==> src/hw/rtl/mmaf_pkg.sv <==
// Shared widths, register indexes, reset values and types of the moving-average force block.
`default_nettype none

package mmaf_pkg;

   localparam int CHAN_W     = 3;
   localparam int SAMPLE_W   = 12;
   localparam int SLOPE_W    = 24;
   localparam int FORCE_W    = 35;
   localparam int CSR_IDX_W  = 3;
   localparam int CSR_DATA_W = 35;

   localparam logic [CSR_IDX_W-1:0] REG_SLOPE_THUMB    = 3'd0;
   localparam logic [CSR_IDX_W-1:0] REG_SLOPE_INDEX    = 3'd1;
   localparam logic [CSR_IDX_W-1:0] REG_SLOPE_MIDDLE   = 3'd2;
   localparam logic [CSR_IDX_W-1:0] REG_SLOPE_RING     = 3'd3;
   localparam logic [CSR_IDX_W-1:0] REG_SLOPE_LITTLE   = 3'd4;
   localparam logic [CSR_IDX_W-1:0] REG_OVERLOAD_LEVEL = 3'd5;

   localparam logic [SLOPE_W-1:0] SLOPE_RESET = 24'd65536;
   localparam logic [FORCE_W-1:0] LEVEL_RESET = 35'd655360;

   typedef struct packed {
      logic busy;
      logic done;
   } div_sts_type;

endpackage

`default_nettype wire

==> src/hw/rtl/mmaf_if.sv <==
// Request and response channel interfaces of the moving-average force block.
`default_nettype none

interface mmaf_req_if;
   import mmaf_pkg::*;
   logic              valid;
   logic              ready;
   logic [CHAN_W-1:0]   channel;
   logic [SAMPLE_W-1:0] sample;

   modport source (output valid, output channel, output sample, input ready);
   modport sink   (input valid, input channel, input sample, output ready);
endinterface

interface mmaf_rsp_if;
   import mmaf_pkg::*;
   logic                valid;
   logic                ready;
   logic [CHAN_W-1:0]   out_channel;
   logic [SAMPLE_W-1:0] filtered;
   logic [FORCE_W-1:0]  force_res;
   logic                overload;

   modport source (output valid, output out_channel, output filtered, output force_res,
                   output overload, input ready);
   modport sink   (input valid, input out_channel, input filtered, input force_res,
                   input overload, output ready);
endinterface

`default_nettype wire

==> src/hw/rtl/mmaf_ram.sv <==
// Generic single-write, single-read RAM with registered read data.
`default_nettype none

module mmaf_ram #(
   parameter int WIDTH = 12,
   parameter int DEPTH = 40
) (
   input  wire logic                                   clock,
   input  wire logic                                   wr_en,
   input  wire logic [((DEPTH > 1) ? $clog2(DEPTH) : 1)-1:0] wr_addr,
   input  wire logic [WIDTH-1:0]                       wr_data,
   input  wire logic                                   rd_en,
   input  wire logic [((DEPTH > 1) ? $clog2(DEPTH) : 1)-1:0] rd_addr,
   output logic      [WIDTH-1:0]                       rd_data
);

   logic [WIDTH-1:0] mem_ff [DEPTH];
   logic [WIDTH-1:0] rd_data_ff;

   always_ff @(posedge clock) begin
      if (wr_en) begin
         mem_ff[wr_addr] <= wr_data;
      end
      if (rd_en) begin
         rd_data_ff <= mem_ff[rd_addr];
      end
   end

   assign rd_data = rd_data_ff;

endmodule

`default_nettype wire

==> src/hw/rtl/mmaf_div.sv <==
// Restoring unsigned divider, one quotient bit per cycle.
`default_nettype none

module mmaf_div #(
   parameter int DVD_W = 16,
   parameter int DVS_W = 4
) (
   input  wire logic                 clock,
   input  wire logic                 reset,
   input  wire logic                 start,
   input  wire logic [DVD_W-1:0]     dividend,
   input  wire logic [DVS_W-1:0]     divisor,
   output mmaf_pkg::div_sts_type     sts,
   output logic      [DVD_W-1:0]     quotient
);

   import mmaf_pkg::*;

   localparam int CNT_W = $clog2(DVD_W + 1);

   logic             busy_ff;
   logic             done_ff;
   logic [CNT_W-1:0] cnt_ff;
   logic [DVD_W-1:0] quo_ff;
   logic [DVS_W-1:0] rem_ff;
   logic [DVS_W-1:0] dvs_ff;
   logic [DVS_W:0]   trial;
   logic             fits;

   assign trial = {rem_ff, quo_ff[DVD_W-1]};
   assign fits  = trial >= {1'b0, dvs_ff};

   always_ff @(posedge clock) begin
      if (reset) begin
         busy_ff <= 1'b0;
         done_ff <= 1'b0;
         cnt_ff  <= '0;
      end else begin
         done_ff <= 1'b0;
         if (start) begin
            busy_ff <= 1'b1;
            cnt_ff  <= CNT_W'(DVD_W);
         end else if (busy_ff) begin
            cnt_ff <= cnt_ff - 1'b1;
            if (cnt_ff == CNT_W'(1)) begin
               busy_ff <= 1'b0;
               done_ff <= 1'b1;
            end
         end
      end
   end

   always_ff @(posedge clock) begin
      if (start) begin
         quo_ff <= dividend;
         rem_ff <= '0;
         dvs_ff <= divisor;
      end else if (busy_ff) begin
         quo_ff <= {quo_ff[DVD_W-2:0], fits};
         rem_ff <= fits ? DVS_W'(trial - {1'b0, dvs_ff}) : trial[DVS_W-1:0];
      end
   end

   assign sts.busy = busy_ff;
   assign sts.done = done_ff;
   assign quotient = quo_ff;

endmodule

`default_nettype wire

==> src/hw/rtl/multichannel_moving_average_force.sv <==
// Per-channel moving-average filter with signed slope scaling and overload flag.
`default_nettype none

// Each request carries a 12-bit sample and its channel. The block keeps, per channel, a ring
// of the last WINDOW samples in a RAM, a write pointer, a fill count and a running sum, and
// answers with the truncated mean, the force max(0, slope * mean) in Q.16 and an overload flag
// (force at or above overload_level). A channel at or above CHANNELS gives zeros and changes
// nothing. A request passes through the ring read, the state update, one step per quotient
// bit in the shared restoring divider, the multiply and the result load; an out-of-range
// request goes straight to the result load. The result register lets a new request in while
// the previous response waits. Slope and level registers must be written through the csr_
// port only while the block is idle; the block itself does not enforce this.
module multichannel_moving_average_force #(
   parameter int CHANNELS = 5,
   parameter int WINDOW   = 8
) (
   input  wire logic                          clock,
   input  wire logic                          reset,
   mmaf_req_if.sink                           req_chan,
   mmaf_rsp_if.source                         rsp_chan,
   input  wire logic                          csr_we,
   input  wire logic [mmaf_pkg::CSR_IDX_W-1:0]  csr_index,
   input  wire logic [mmaf_pkg::CSR_DATA_W-1:0] csr_wdata
);

   import mmaf_pkg::*;

   localparam int CH_IDX_W = (CHANNELS > 1) ? $clog2(CHANNELS) : 1;
   localparam int PTR_W    = (WINDOW > 1) ? $clog2(WINDOW) : 1;
   localparam int FILL_W   = $clog2(WINDOW + 1);
   localparam int SUM_W    = SAMPLE_W + FILL_W;
   localparam int DEPTH    = CHANNELS * WINDOW;
   localparam int ADDR_W   = (DEPTH > 1) ? $clog2(DEPTH) : 1;
   localparam int PROD_W   = SLOPE_W + SAMPLE_W + 1;

   localparam logic [2:0] S_IDLE   = 3'd0;
   localparam logic [2:0] S_FETCH  = 3'd1;
   localparam logic [2:0] S_UPDATE = 3'd2;
   localparam logic [2:0] S_DIV    = 3'd3;
   localparam logic [2:0] S_MUL    = 3'd4;
   localparam logic [2:0] S_OUT    = 3'd5;

   logic [2:0]                state_ff;
   logic [2:0]                state_in;
   logic [CHAN_W-1:0]         ch_ff;
   logic [SAMPLE_W-1:0]       smp_ff;
   logic                      bad_ff;
   logic [SAMPLE_W-1:0]       mean_ff;
   logic signed [PROD_W-1:0]  prod_ff;
   logic signed [SLOPE_W-1:0] slope_ff [CHANNELS];
   logic [FORCE_W-1:0]        level_ff;
   logic [PTR_W-1:0]          wp_ff    [CHANNELS];
   logic [FILL_W-1:0]         fill_ff  [CHANNELS];
   logic [SUM_W-1:0]          sum_ff   [CHANNELS];

   logic                      rsp_valid_ff;
   logic [CHAN_W-1:0]         rsp_ch_ff;
   logic [SAMPLE_W-1:0]       rsp_filt_ff;
   logic [FORCE_W-1:0]        rsp_force_ff;
   logic                      rsp_ovl_ff;

   logic [CH_IDX_W-1:0]       ch_idx;
   logic [ADDR_W-1:0]         slot_addr;
   logic [SAMPLE_W-1:0]       old_smp;
   logic                      full;
   logic [SUM_W-1:0]          sum_in;
   logic [FILL_W-1:0]         fill_in;
   logic [PTR_W-1:0]          wp_in;
   logic [FORCE_W-1:0]        force_val;
   logic                      req_fire;
   logic                      req_bad;
   logic                      out_free;
   logic                      div_start;
   div_sts_type               div_sts;
   logic [SUM_W-1:0]          quotient;

   assign ch_idx    = ch_ff[CH_IDX_W-1:0];
   assign slot_addr = ADDR_W'(ch_idx) * ADDR_W'(WINDOW) + ADDR_W'(wp_ff[ch_idx]);
   assign full      = fill_ff[ch_idx] == FILL_W'(WINDOW);
   assign sum_in    = sum_ff[ch_idx] - (full ? SUM_W'(old_smp) : SUM_W'(0)) + SUM_W'(smp_ff);
   assign fill_in   = full ? fill_ff[ch_idx] : fill_ff[ch_idx] + 1'b1;
   assign wp_in     = (wp_ff[ch_idx] == PTR_W'(WINDOW - 1)) ? '0 : wp_ff[ch_idx] + 1'b1;
   assign force_val = (bad_ff || prod_ff[PROD_W-1]) ? '0 : prod_ff[FORCE_W-1:0];

   assign req_fire  = req_chan.valid && req_chan.ready;
   assign req_bad   = req_chan.channel >= CHAN_W'(CHANNELS);
   assign out_free  = !rsp_valid_ff || rsp_chan.ready;
   assign div_start = state_ff == S_UPDATE;

   assign req_chan.ready = state_ff == S_IDLE;

   mmaf_ram #(
      .WIDTH (SAMPLE_W),
      .DEPTH (DEPTH)
   ) u_ring (
      .clock   (clock),
      .wr_en   (state_ff == S_UPDATE),
      .wr_addr (slot_addr),
      .wr_data (smp_ff),
      .rd_en   (state_ff == S_FETCH),
      .rd_addr (slot_addr),
      .rd_data (old_smp)
   );

   mmaf_div #(
      .DVD_W (SUM_W),
      .DVS_W (FILL_W)
   ) u_div (
      .clock    (clock),
      .reset    (reset),
      .start    (div_start),
      .dividend (sum_in),
      .divisor  (fill_in),
      .sts      (div_sts),
      .quotient (quotient)
   );

   always_comb begin
      state_in = state_ff;
      case (state_ff)
         S_IDLE: begin
            if (req_fire) begin
               state_in = req_bad ? S_OUT : S_FETCH;
            end
         end
         S_FETCH:  state_in = S_UPDATE;
         S_UPDATE: state_in = S_DIV;
         S_DIV: begin
            if (div_sts.done) begin
               state_in = S_MUL;
            end
         end
         S_MUL:    state_in = S_OUT;
         S_OUT: begin
            if (out_free) begin
               state_in = S_IDLE;
            end
         end
         default:  state_in = S_IDLE;
      endcase
   end

   always_ff @(posedge clock) begin
      if (reset) begin
         state_ff <= S_IDLE;
      end else begin
         state_ff <= state_in;
      end
   end

   // per-channel filter state and slopes, and the shared overload level
   always_ff @(posedge clock) begin
      if (reset) begin
         for (int c = 0; c < CHANNELS; c++) begin
            slope_ff[c] <= SLOPE_RESET;
            wp_ff[c]    <= '0;
            fill_ff[c]  <= '0;
            sum_ff[c]   <= '0;
         end
         level_ff <= LEVEL_RESET;
      end else begin
         if (csr_we) begin
            if (csr_index <= REG_SLOPE_LITTLE && csr_index < CSR_IDX_W'(CHANNELS)) begin
               slope_ff[csr_index[CH_IDX_W-1:0]] <= csr_wdata[SLOPE_W-1:0];
            end else if (csr_index == REG_OVERLOAD_LEVEL) begin
               level_ff <= csr_wdata[FORCE_W-1:0];
            end
         end
         if (state_ff == S_UPDATE) begin
            sum_ff[ch_idx]  <= sum_in;
            fill_ff[ch_idx] <= fill_in;
            wp_ff[ch_idx]   <= wp_in;
         end
      end
   end

   // request datapath
   always_ff @(posedge clock) begin
      if (req_fire) begin
         ch_ff  <= req_chan.channel;
         smp_ff <= req_chan.sample;
         bad_ff <= req_bad;
         if (req_bad) begin
            mean_ff <= '0;
            prod_ff <= '0;
         end
      end
      if (state_ff == S_DIV && div_sts.done) begin
         mean_ff <= quotient[SAMPLE_W-1:0];
      end
      if (state_ff == S_MUL) begin
         prod_ff <= slope_ff[ch_idx] * $signed({1'b0, mean_ff});
      end
   end

   // response register
   always_ff @(posedge clock) begin
      if (reset) begin
         rsp_valid_ff <= 1'b0;
      end else if (state_ff == S_OUT && out_free) begin
         rsp_valid_ff <= 1'b1;
      end else if (rsp_chan.ready) begin
         rsp_valid_ff <= 1'b0;
      end
   end

   always_ff @(posedge clock) begin
      if (state_ff == S_OUT && out_free) begin
         rsp_ch_ff    <= ch_ff;
         rsp_filt_ff  <= mean_ff;
         rsp_force_ff <= force_val;
         rsp_ovl_ff   <= !bad_ff && (force_val >= level_ff);
      end
   end

   assign rsp_chan.valid       = rsp_valid_ff;
   assign rsp_chan.out_channel = rsp_ch_ff;
   assign rsp_chan.filtered    = rsp_filt_ff;
   assign rsp_chan.force_res   = rsp_force_ff;
   assign rsp_chan.overload    = rsp_ovl_ff;

endmodule

`default_nettype wire

==> src/flat_wrapper.sv <==
// flat-port wrapper written by rule: the top's interface ports become plain ports
module multichannel_moving_average_force_flat import mmaf_pkg::*;
#(
   parameter int CHANNELS = 5,
   parameter int WINDOW   = 8
)
  (clock, reset, csr_we, csr_index, csr_wdata, req_chan_valid, req_chan_channel, req_chan_sample, req_chan_ready, rsp_chan_valid, rsp_chan_out_channel, rsp_chan_filtered, rsp_chan_force_res, rsp_chan_overload, rsp_chan_ready);
  mmaf_req_if req_chan_i ();
  mmaf_rsp_if rsp_chan_i ();
  input  wire logic clock;
  input  wire logic reset;
  input  wire logic csr_we;
  input  wire logic [mmaf_pkg::CSR_IDX_W-1:0] csr_index;
  input  wire logic [mmaf_pkg::CSR_DATA_W-1:0] csr_wdata;
  input wire logic [$bits(req_chan_i.valid)-1:0] req_chan_valid;
  input wire logic [$bits(req_chan_i.channel)-1:0] req_chan_channel;
  input wire logic [$bits(req_chan_i.sample)-1:0] req_chan_sample;
  output wire logic [$bits(req_chan_i.ready)-1:0] req_chan_ready;
  output wire logic [$bits(rsp_chan_i.valid)-1:0] rsp_chan_valid;
  output wire logic [$bits(rsp_chan_i.out_channel)-1:0] rsp_chan_out_channel;
  output wire logic [$bits(rsp_chan_i.filtered)-1:0] rsp_chan_filtered;
  output wire logic [$bits(rsp_chan_i.force_res)-1:0] rsp_chan_force_res;
  output wire logic [$bits(rsp_chan_i.overload)-1:0] rsp_chan_overload;
  input wire logic [$bits(rsp_chan_i.ready)-1:0] rsp_chan_ready;
  assign req_chan_i.valid = req_chan_valid;
  assign req_chan_i.channel = req_chan_channel;
  assign req_chan_i.sample = req_chan_sample;
  assign req_chan_ready = req_chan_i.ready;
  assign rsp_chan_valid = rsp_chan_i.valid;
  assign rsp_chan_out_channel = rsp_chan_i.out_channel;
  assign rsp_chan_filtered = rsp_chan_i.filtered;
  assign rsp_chan_force_res = rsp_chan_i.force_res;
  assign rsp_chan_overload = rsp_chan_i.overload;
  assign rsp_chan_i.ready = rsp_chan_ready;
  multichannel_moving_average_force #(.CHANNELS(CHANNELS), .WINDOW(WINDOW)) u_core (.clock(clock), .reset(reset), .req_chan(req_chan_i), .rsp_chan(rsp_chan_i), .csr_we(csr_we), .csr_index(csr_index), .csr_wdata(csr_wdata));
endmodule
==> config.mk <==
export PLATFORM = sky130hd
export DESIGN_NAME = multichannel_moving_average_force_flat
export DESIGN_NICKNAME = d
export VERILOG_FILES = /design/src/hw/rtl/mmaf_pkg.sv /design/src/hw/rtl/mmaf_if.sv /design/src/hw/rtl/mmaf_ram.sv /design/src/hw/rtl/mmaf_div.sv /design/src/hw/rtl/multichannel_moving_average_force.sv /design/src/flat_wrapper.sv
export SDC_FILE = /design/constraint.sdc
export NUM_CORES = 2
export LEC_CHECK = 0
export ABC_AREA = 1
export ABC_CLOCK_PERIOD_IN_PS = 18800
export BUFFER_PORTS_ARGS = -buffer_cell sky130_fd_sc_hd__buf_4
export CELL_PAD_IN_SITES_DETAIL_PLACEMENT = 1
export CELL_PAD_IN_SITES_GLOBAL_PLACEMENT = 2
export CORE_MARGIN = 2
export CORE_UTILIZATION = 45
export CTS_CLUSTER_DIAMETER = 200
export DETAILED_ROUTE_END_ITERATION = 16
export PLACE_DENSITY_LB_ADDON = 0.1
export SLEW_MARGIN = 25
export SYNTH_ARGS = -nofsm -noshare
export SYNTH_HDL_FRONTEND = slang
export SYNTH_SLANG_ARGS = --single-unit
==> constraint.sdc <==
create_clock -name clock -period 18.8 [get_ports clock]
set_clock_uncertainty 0.1 [all_clocks]
set_input_delay 3.76 -clock clock [delete_from_list [all_inputs] [get_ports clock]]
set_output_delay 3.76 -clock clock [all_outputs]
set_load 0.03 [all_outputs]
# Word level (Yosys, flattened, before mapping)
# Memories as Yosys holds them, arrays and structs flattened. A register that Yosys moved wholly into a read port is not among the register bits.
# Index checks and enable logic that the tools add are counted.
[op_classes] n_eq_ne=12 reduce_logical=26 n_addsub=7 mux=52 bitwise_logic=2 mul=1 magnitude_cmp=5
[ops] cell="$mux 37" count=3
[ops] cell="$mux 12" count=4
[ops] cell="$mux 16" count=3
[ops] cell="$mux 3" count=14
[ops] cell="$mul 24x13->37" count=1
[ops] cell="$ge 35x35->1" count=1
[ops] cell="$mux 35" count=1
[ops] cell="$mux 24" count=1
[ops] cell="$reduce_or 24->1" count=1
[ops] cell="$mux 1" count=20
[ops] cell="$pmux 3 s6" count=1
[ops] cell="$add 16x12->16" count=1
[ops] cell="$reduce_or 16->1" count=1
[ops] cell="$sub 16x16->16" count=1
[ops] cell="$eq 3x3->1 const B" count=4
[ops] cell="$mux 4" count=3
[ops] cell="$reduce_bool 2->1" count=6
[ops] cell="$mux 5" count=2
[ops] cell="$add 6x3->6" count=1
[ops] cell="$eq 3x2->1 const B" count=2
[ops] cell="$reduce_and 3->1" count=2
[ops] cell="$reduce_or 3->1" count=2
[ops] cell="$eq 5x1->1 const B" count=1
[ops] cell="$ge 5x4->1" count=1
[ops] cell="19 further kinds" count=28
[totals] regBits=186 memories=5 input_bits=58 mem_bits_rw=715 output_inout_bits=53
[memory_table] memory="u_core.u_ring.mem_ff" depth=40 width=12 rd=1 rd_ports_with_merged_regs=1 wr=1 line="mmaf_ram.sv:17" source="logic [WIDTH-1:0] mem_ff [DEPTH];"
[memory_table] memory="u_core.slope_ff" depth=5 width=24 rd=1 rd_ports_with_merged_regs=1 wr=5 line="multichannel_moving_average_force.sv:50" source="logic signed [SLOPE_W-1:0] slope_ff [CHANNELS];"
[memory_table] memory="u_core.sum_ff" depth=5 width=16 rd=1 rd_ports_with_merged_regs=1 wr=5 line="multichannel_moving_average_force.sv:54" source="logic [SUM_W-1:0] sum_ff [CHANNELS];"
[memory_table] memory="u_core.fill_ff" depth=5 width=4 rd=1 rd_ports_with_merged_regs=1 wr=5 line="multichannel_moving_average_force.sv:53" source="logic [FILL_W-1:0] fill_ff [CHANNELS];"
[memory_table] memory="u_core.wp_ff" depth=5 width=3 rd=1 rd_ports_with_merged_regs=1 wr=5 line="multichannel_moving_average_force.sv:52" source="logic [PTR_W-1:0] wp_ff [CHANNELS];"

# Depth between registers and ports, before layout
[logic_depth] word_depth=8 ltp_mapped=34

# By module
# Synthesis repeated with hierarchy kept, for this count alone.
[unflattened] cells_unflattened=5473 hier_area_um2=55919.9
[modules_own_cells] module="multichannel_moving_average_force" seq_area_each_um2=15584.9 area_each_um2=34576.9 instances=1 cells_per_inst=3695
[modules_own_cells] module="mmaf_ram" seq_area_each_um2=14774.2 area_each_um2=19872.8 instances=1 cells_per_inst=1615
[modules_own_cells] module="mmaf_div" seq_area_each_um2=820.8 area_each_um2=1470.2 instances=1 cells_per_inst=163

# Worst setup path before layout
# No wires, ideal clock.
[synth_timing] kind="input -> register" from="input port req_chan_valid" to="register u_core.prod_ff[0], enable pin" setup_slack_ps=10814 arrival_time_ps=7407 setup_ps=479 t_required_ps=18221 path_stages=4 path_cell_list="inv_1 nor2_1 inv_1 o21ai_0"
[synth_via] elab_chain_len=3
[synth_rtl] item="from (decl)" line="flat_wrapper.sv:15" source="input wire logic [$bits(req_chan_i.valid)-1:0] req_chan_valid;"
[synth_rtl] item="$logic_and 1x1->1" line="multichannel_moving_average_force.sv:85" source="assign req_fire = req_chan.valid && req_chan.ready;"
[synth_rtl] item="net u_core.req_fire" line="multichannel_moving_average_force.sv:70" source="logic req_fire;"
[synth_rtl] item="$reduce_bool 2->1 (no line)"
[synth_rtl] item="$reduce_and 2->1 (no line)"
[synth_rtl] item="to (signal assigned)" line="multichannel_moving_average_force.sv:192" source="prod_ff <= slope_ff[ch_idx] * $signed({1'b0, mean_ff});"
[synth_rtl] item="to (decl)" line="multichannel_moving_average_force.sv:49" source="logic signed [PROD_W-1:0] prod_ff;"
# The timed path passes the listed nets, and every way through them passes these cells.
# A chain may end at the register's enable or synchronous reset.

==> impl_metrics.env <==
export IMPL_dp_slack_ns=10.43
export IMPL_start_kind="register"
export IMPL_cts_setup_buffers=0
export IMPL_cts_hold_buf=0
export IMPL_cts_tree="done"
export IMPL_layout_min_cycle_time_ns=8.38
export IMPL_multi_input_area_um2=21300
export IMPL_grt_usage=0.275
export IMPL_rsz0062_at_grt="no"
export IMPL_core_area_um2=123000
export IMPL_worst_pin_slew_ns=1.03
export IMPL_crit_fanout=62
export IMPL_cap_violations=0
export IMPL_fmax_mhz=119
export IMPL_hold_class="reg -> reg"
export IMPL_hold_viol_final=0
export IMPL_ant_nets=0
export IMPL_h_tree_depth=3
export IMPL_routabilityCongestion=0.852
export IMPL_crit_path_max_incr_delay_ns=0.84
export IMPL_layout_nets=6210
export IMPL_yosysWarnings=0
export IMPL_first_pass_iters=5
export IMPL_drc=0
export IMPL_diodes=0
export IMPL_drt_total_wl_um=174000
export IMPL_clk_path_buf_depth=3
export IMPL_die_w_um=356
export IMPL_drt_initial_drc_count=2966
export IMPL_overflow=0
export IMPL_portBuffers=110
export IMPL_r2r_slack_ns=10.42
export IMPL_io_pin_count=111
export IMPL_tns_ns=0
export IMPL_syn_cell_area_um2=55800
export IMPL_critPathCapture="u_core.prod_ff[33]"
export IMPL_arrival_ns=8.73
export IMPL_utilization=0.508
export IMPL_fin_ws_ns=10.42
export IMPL_status="completed"
export IMPL_antenna_found_initial=5
export IMPL_grt_pass1_wl_um=261000
export IMPL_min_period_over_period=0.446
export IMPL_die_area_um2=127000
export IMPL_final_layout_size_suffix_gt1_frac=0.0773
export IMPL_fillers=13732
export IMPL_drt_wirelength_per_cell_um=23.2
export IMPL_mostFrequentLayoutCells="nand2_1 (1657), edfxtp_1 (1003), nor2_1 (697), inv_1 (632), fa_1 (271)"
export IMPL_avgSynthCellArea_um2=9.96
export IMPL_clkLatencyLatePin_ns=0.75
export IMPL_path_common_cell="fa_1"
export IMPL_dp_cells=7256
export IMPL_rows=129
export IMPL_worstPathCellList="clkinv_2 > buf_4 > o21ai_0 > o221ai_1 > nand2_1 > inv_1 > nand2_1 > fa_1 > fa_1 > inv_1 > fa_1 > fa_1 > inv_1 > fa_1 > inv_1 > ha_1 > a21oi_1 > o21bai_1 > a21oi_1 > o21ai_0 > a21oi_1 > nand2_1 > o21ai_0 > a21oi_1"
export IMPL_cts_buffers=114
export IMPL_slowest_stage="clkinv_2"
export IMPL_cts_resized=0
export IMPL_vias_per_cell=5.30
export IMPL_initial_core_util=0.452
export IMPL_syn_inst=5599
export IMPL_num_vias=39635
export IMPL_root_buffer="clkbuf_16"
export IMPL_finalSetupViolations=0
export IMPL_worst_ep_required_time_ns=19.15
export IMPL_dp_hpwl_um=114000
export IMPL_synth_seq_cells=1056
export IMPL_area_growth_pct=12.2
export IMPL_final_common_cell="nand2_1"
export IMPL_layoutNonFillerInstCount=7472
export IMPL_yosysSeqAreaShare=0.559
export IMPL_grt_start_max_net_pins=161
export IMPL_register_area_um2=31200
export IMPL_cts_sinks=1056
export IMPL_rr_worst_depth=24
export IMPL_grt_pass1_vias=41640
export IMPL_cp_end_kind="register"
export IMPL_slew_headroom=0.312
export IMPL_path_class="reg -> reg"
export IMPL_chipHeight_um=356
export IMPL_r2r_end="u_core.prod_ff[33]"
export IMPL_ys_types=52
export IMPL_final_max_slew_viol_count=0
export IMPL_clk_pin_slew_ns=0.06
==> worst min-delay path by stage <==
stage	startpoint	end	slack, ns	cells after the start
after floorplan	u_core.ch_ff[2]	u_core.rsp_chan.out_channel[2]	0.32	0
after global placement	u_core.level_ff[0]	u_core.level_ff[0]	0.34	2
after detailed placement	u_core.level_ff[0]	u_core.level_ff[0]	0.35	2
after CTS	u_core.level_ff[0]	u_core.level_ff[0]	0.36	2
after global routing	u_core.level_ff[0]	u_core.level_ff[0]	0.39	2
final	u_core.level_ff[0]	u_core.level_ff[0]	0.36	2
==> per-stage QoR <==
step / instance area (µm²) / hold slack, ns
after floorplan: 56100 / 0.324
after global placement: 58500 / 0.338
after global routing: 62600 / 0.387
after CTS: 62500 / 0.357
after detailed placement: 58600 / 0.348
final: 62600 / 0.358
==> synth_stat cells (all sizes together) <==
| master | number | area share |
|---|---|---|
| a2111oi | 1 | 0.00016 |
| a211oi | 4 | 0.00054 |
| a21boi | 5 | 0.00067 |
| a21o | 8 | 0.0011 |
| a21oi | 164 | 0.015 |
| a31oi | 7 | 0.00078 |
| a32o | 12 | 0.0022 |
| and2 | 3 | 0.00034 |
| and3 | 1 | 0.00011 |
| buf | 119 | 0.013 |
| clkbuf | 136 | 0.0092 |
| clkinv | 4 | 0.00027 |
| conb | 1 | 0.000067 |
| dfxtp | 53 | 0.019 |
| edfxtp | 1003 | 0.54 |
| fa | 271 | 0.097 |
| ha | 144 | 0.032 |
| inv | 652 | 0.044 |
| nand2 | 1665 | 0.11 |
| nand3 | 233 | 0.021 |
| nand3b | 1 | 0.00013 |
| nand4 | 12 | 0.0013 |
| nor2 | 715 | 0.048 |
| nor3 | 17 | 0.0015 |
| nor3b | 2 | 0.00027 |
| nor4 | 3 | 0.00034 |
| nor4b | 1 | 0.00016 |
| o2111ai | 1 | 0.00016 |
| o211ai | 9 | 0.0012 |
| o21a | 8 | 0.0011 |
| o21ai | 248 | 0.023 |
| o21bai | 2 | 0.00027 |
| o221ai | 50 | 0.0078 |
| o22ai | 17 | 0.0019 |
| o2bb2ai | 1 | 0.00016 |
| o31ai | 1 | 0.00013 |
| or2 | 2 | 0.00022 |
| xnor2 | 12 | 0.0020 |
| xor2 | 11 | 0.0019 |
==> layer usage <==
layer / track usage / routed length (µm)
met1: 0.369 / 76000
met2: 0.471 / 85300
met3: 0.0334 / 7510
met4: 0.0797 / 4830
met5: 0 / 0
==> sequential cells by signal, summed over array words and instances (netlist names), 3 cells and up, named ones only <==
signal / cells
u_core.u_div.quotient: 16
u_core.wp_ff: 24
u_core.prod_ff: 36
u_core.smp_ff: 12
u_core.u_div.cnt_ff: 5
u_core.sum_ff: 128
u_core.u_ring.rd_data: 12
u_core.u_div.rem_ff: 4
u_core.mean_ff: 12
u_core.slope_ff: 192
u_core.rsp_chan.filtered: 12
u_core.ch_ff: 3
u_core.rsp_chan.force_res: 35
u_core.state_ff: 3
u_core.level_ff: 35
u_core.fill_ff: 32
u_core.u_ring.mem_ff: 480
u_core.u_div.dvs_ff: 4
u_core.rsp_chan.out_channel: 3
==> layout make-up <==
class / count / share of cell area
clock buffers: 142 / 0.0484
repair buffers: 206 / 0.0253
flip-flops and latches: 1056 / 0.498
well taps: 1637 / 0.0327
multi-input cells: 3703 / 0.341
clock inverters: 72 / 0.0149
inverters: 656 / 0.0395
==> worst max-delay path: cells and delay by family (launching register included) <==
| kind | cells | cell delay, ns |
|---|---|---|
| AOI/OAI and AO/OA | 9 | 1.51 |
| adders and majority gates | 6 | 2.94 |
| DFF | 1 | 0.80 |
| buffers and inverters | 6 | 2.00 |
| and+or+nand+nor | 3 | 0.64 |
==> kinds of logic (layout without fill, tap and decap cells) <==
group / after synthesis / in the layout / synth area share
XOR/XNOR: 23 / 23 / 0.00388
AND/OR/NAND/NOR: 2655 / 2655 / 0.186
AO/OA/AOI/OAI: 538 / 538 / 0.0554
flip-flops: 1056 / 1056 / 0.559
buffers and inverters: 911 / 1076 / 0.0665
other: 1 / 72 / 0.0000672
adder cells (fa/ha/maj): 415 / 415 / 0.130
Power is not shown: default switching activity piles up to over one toggle a cycle in this logic, so the estimate is an artifact.
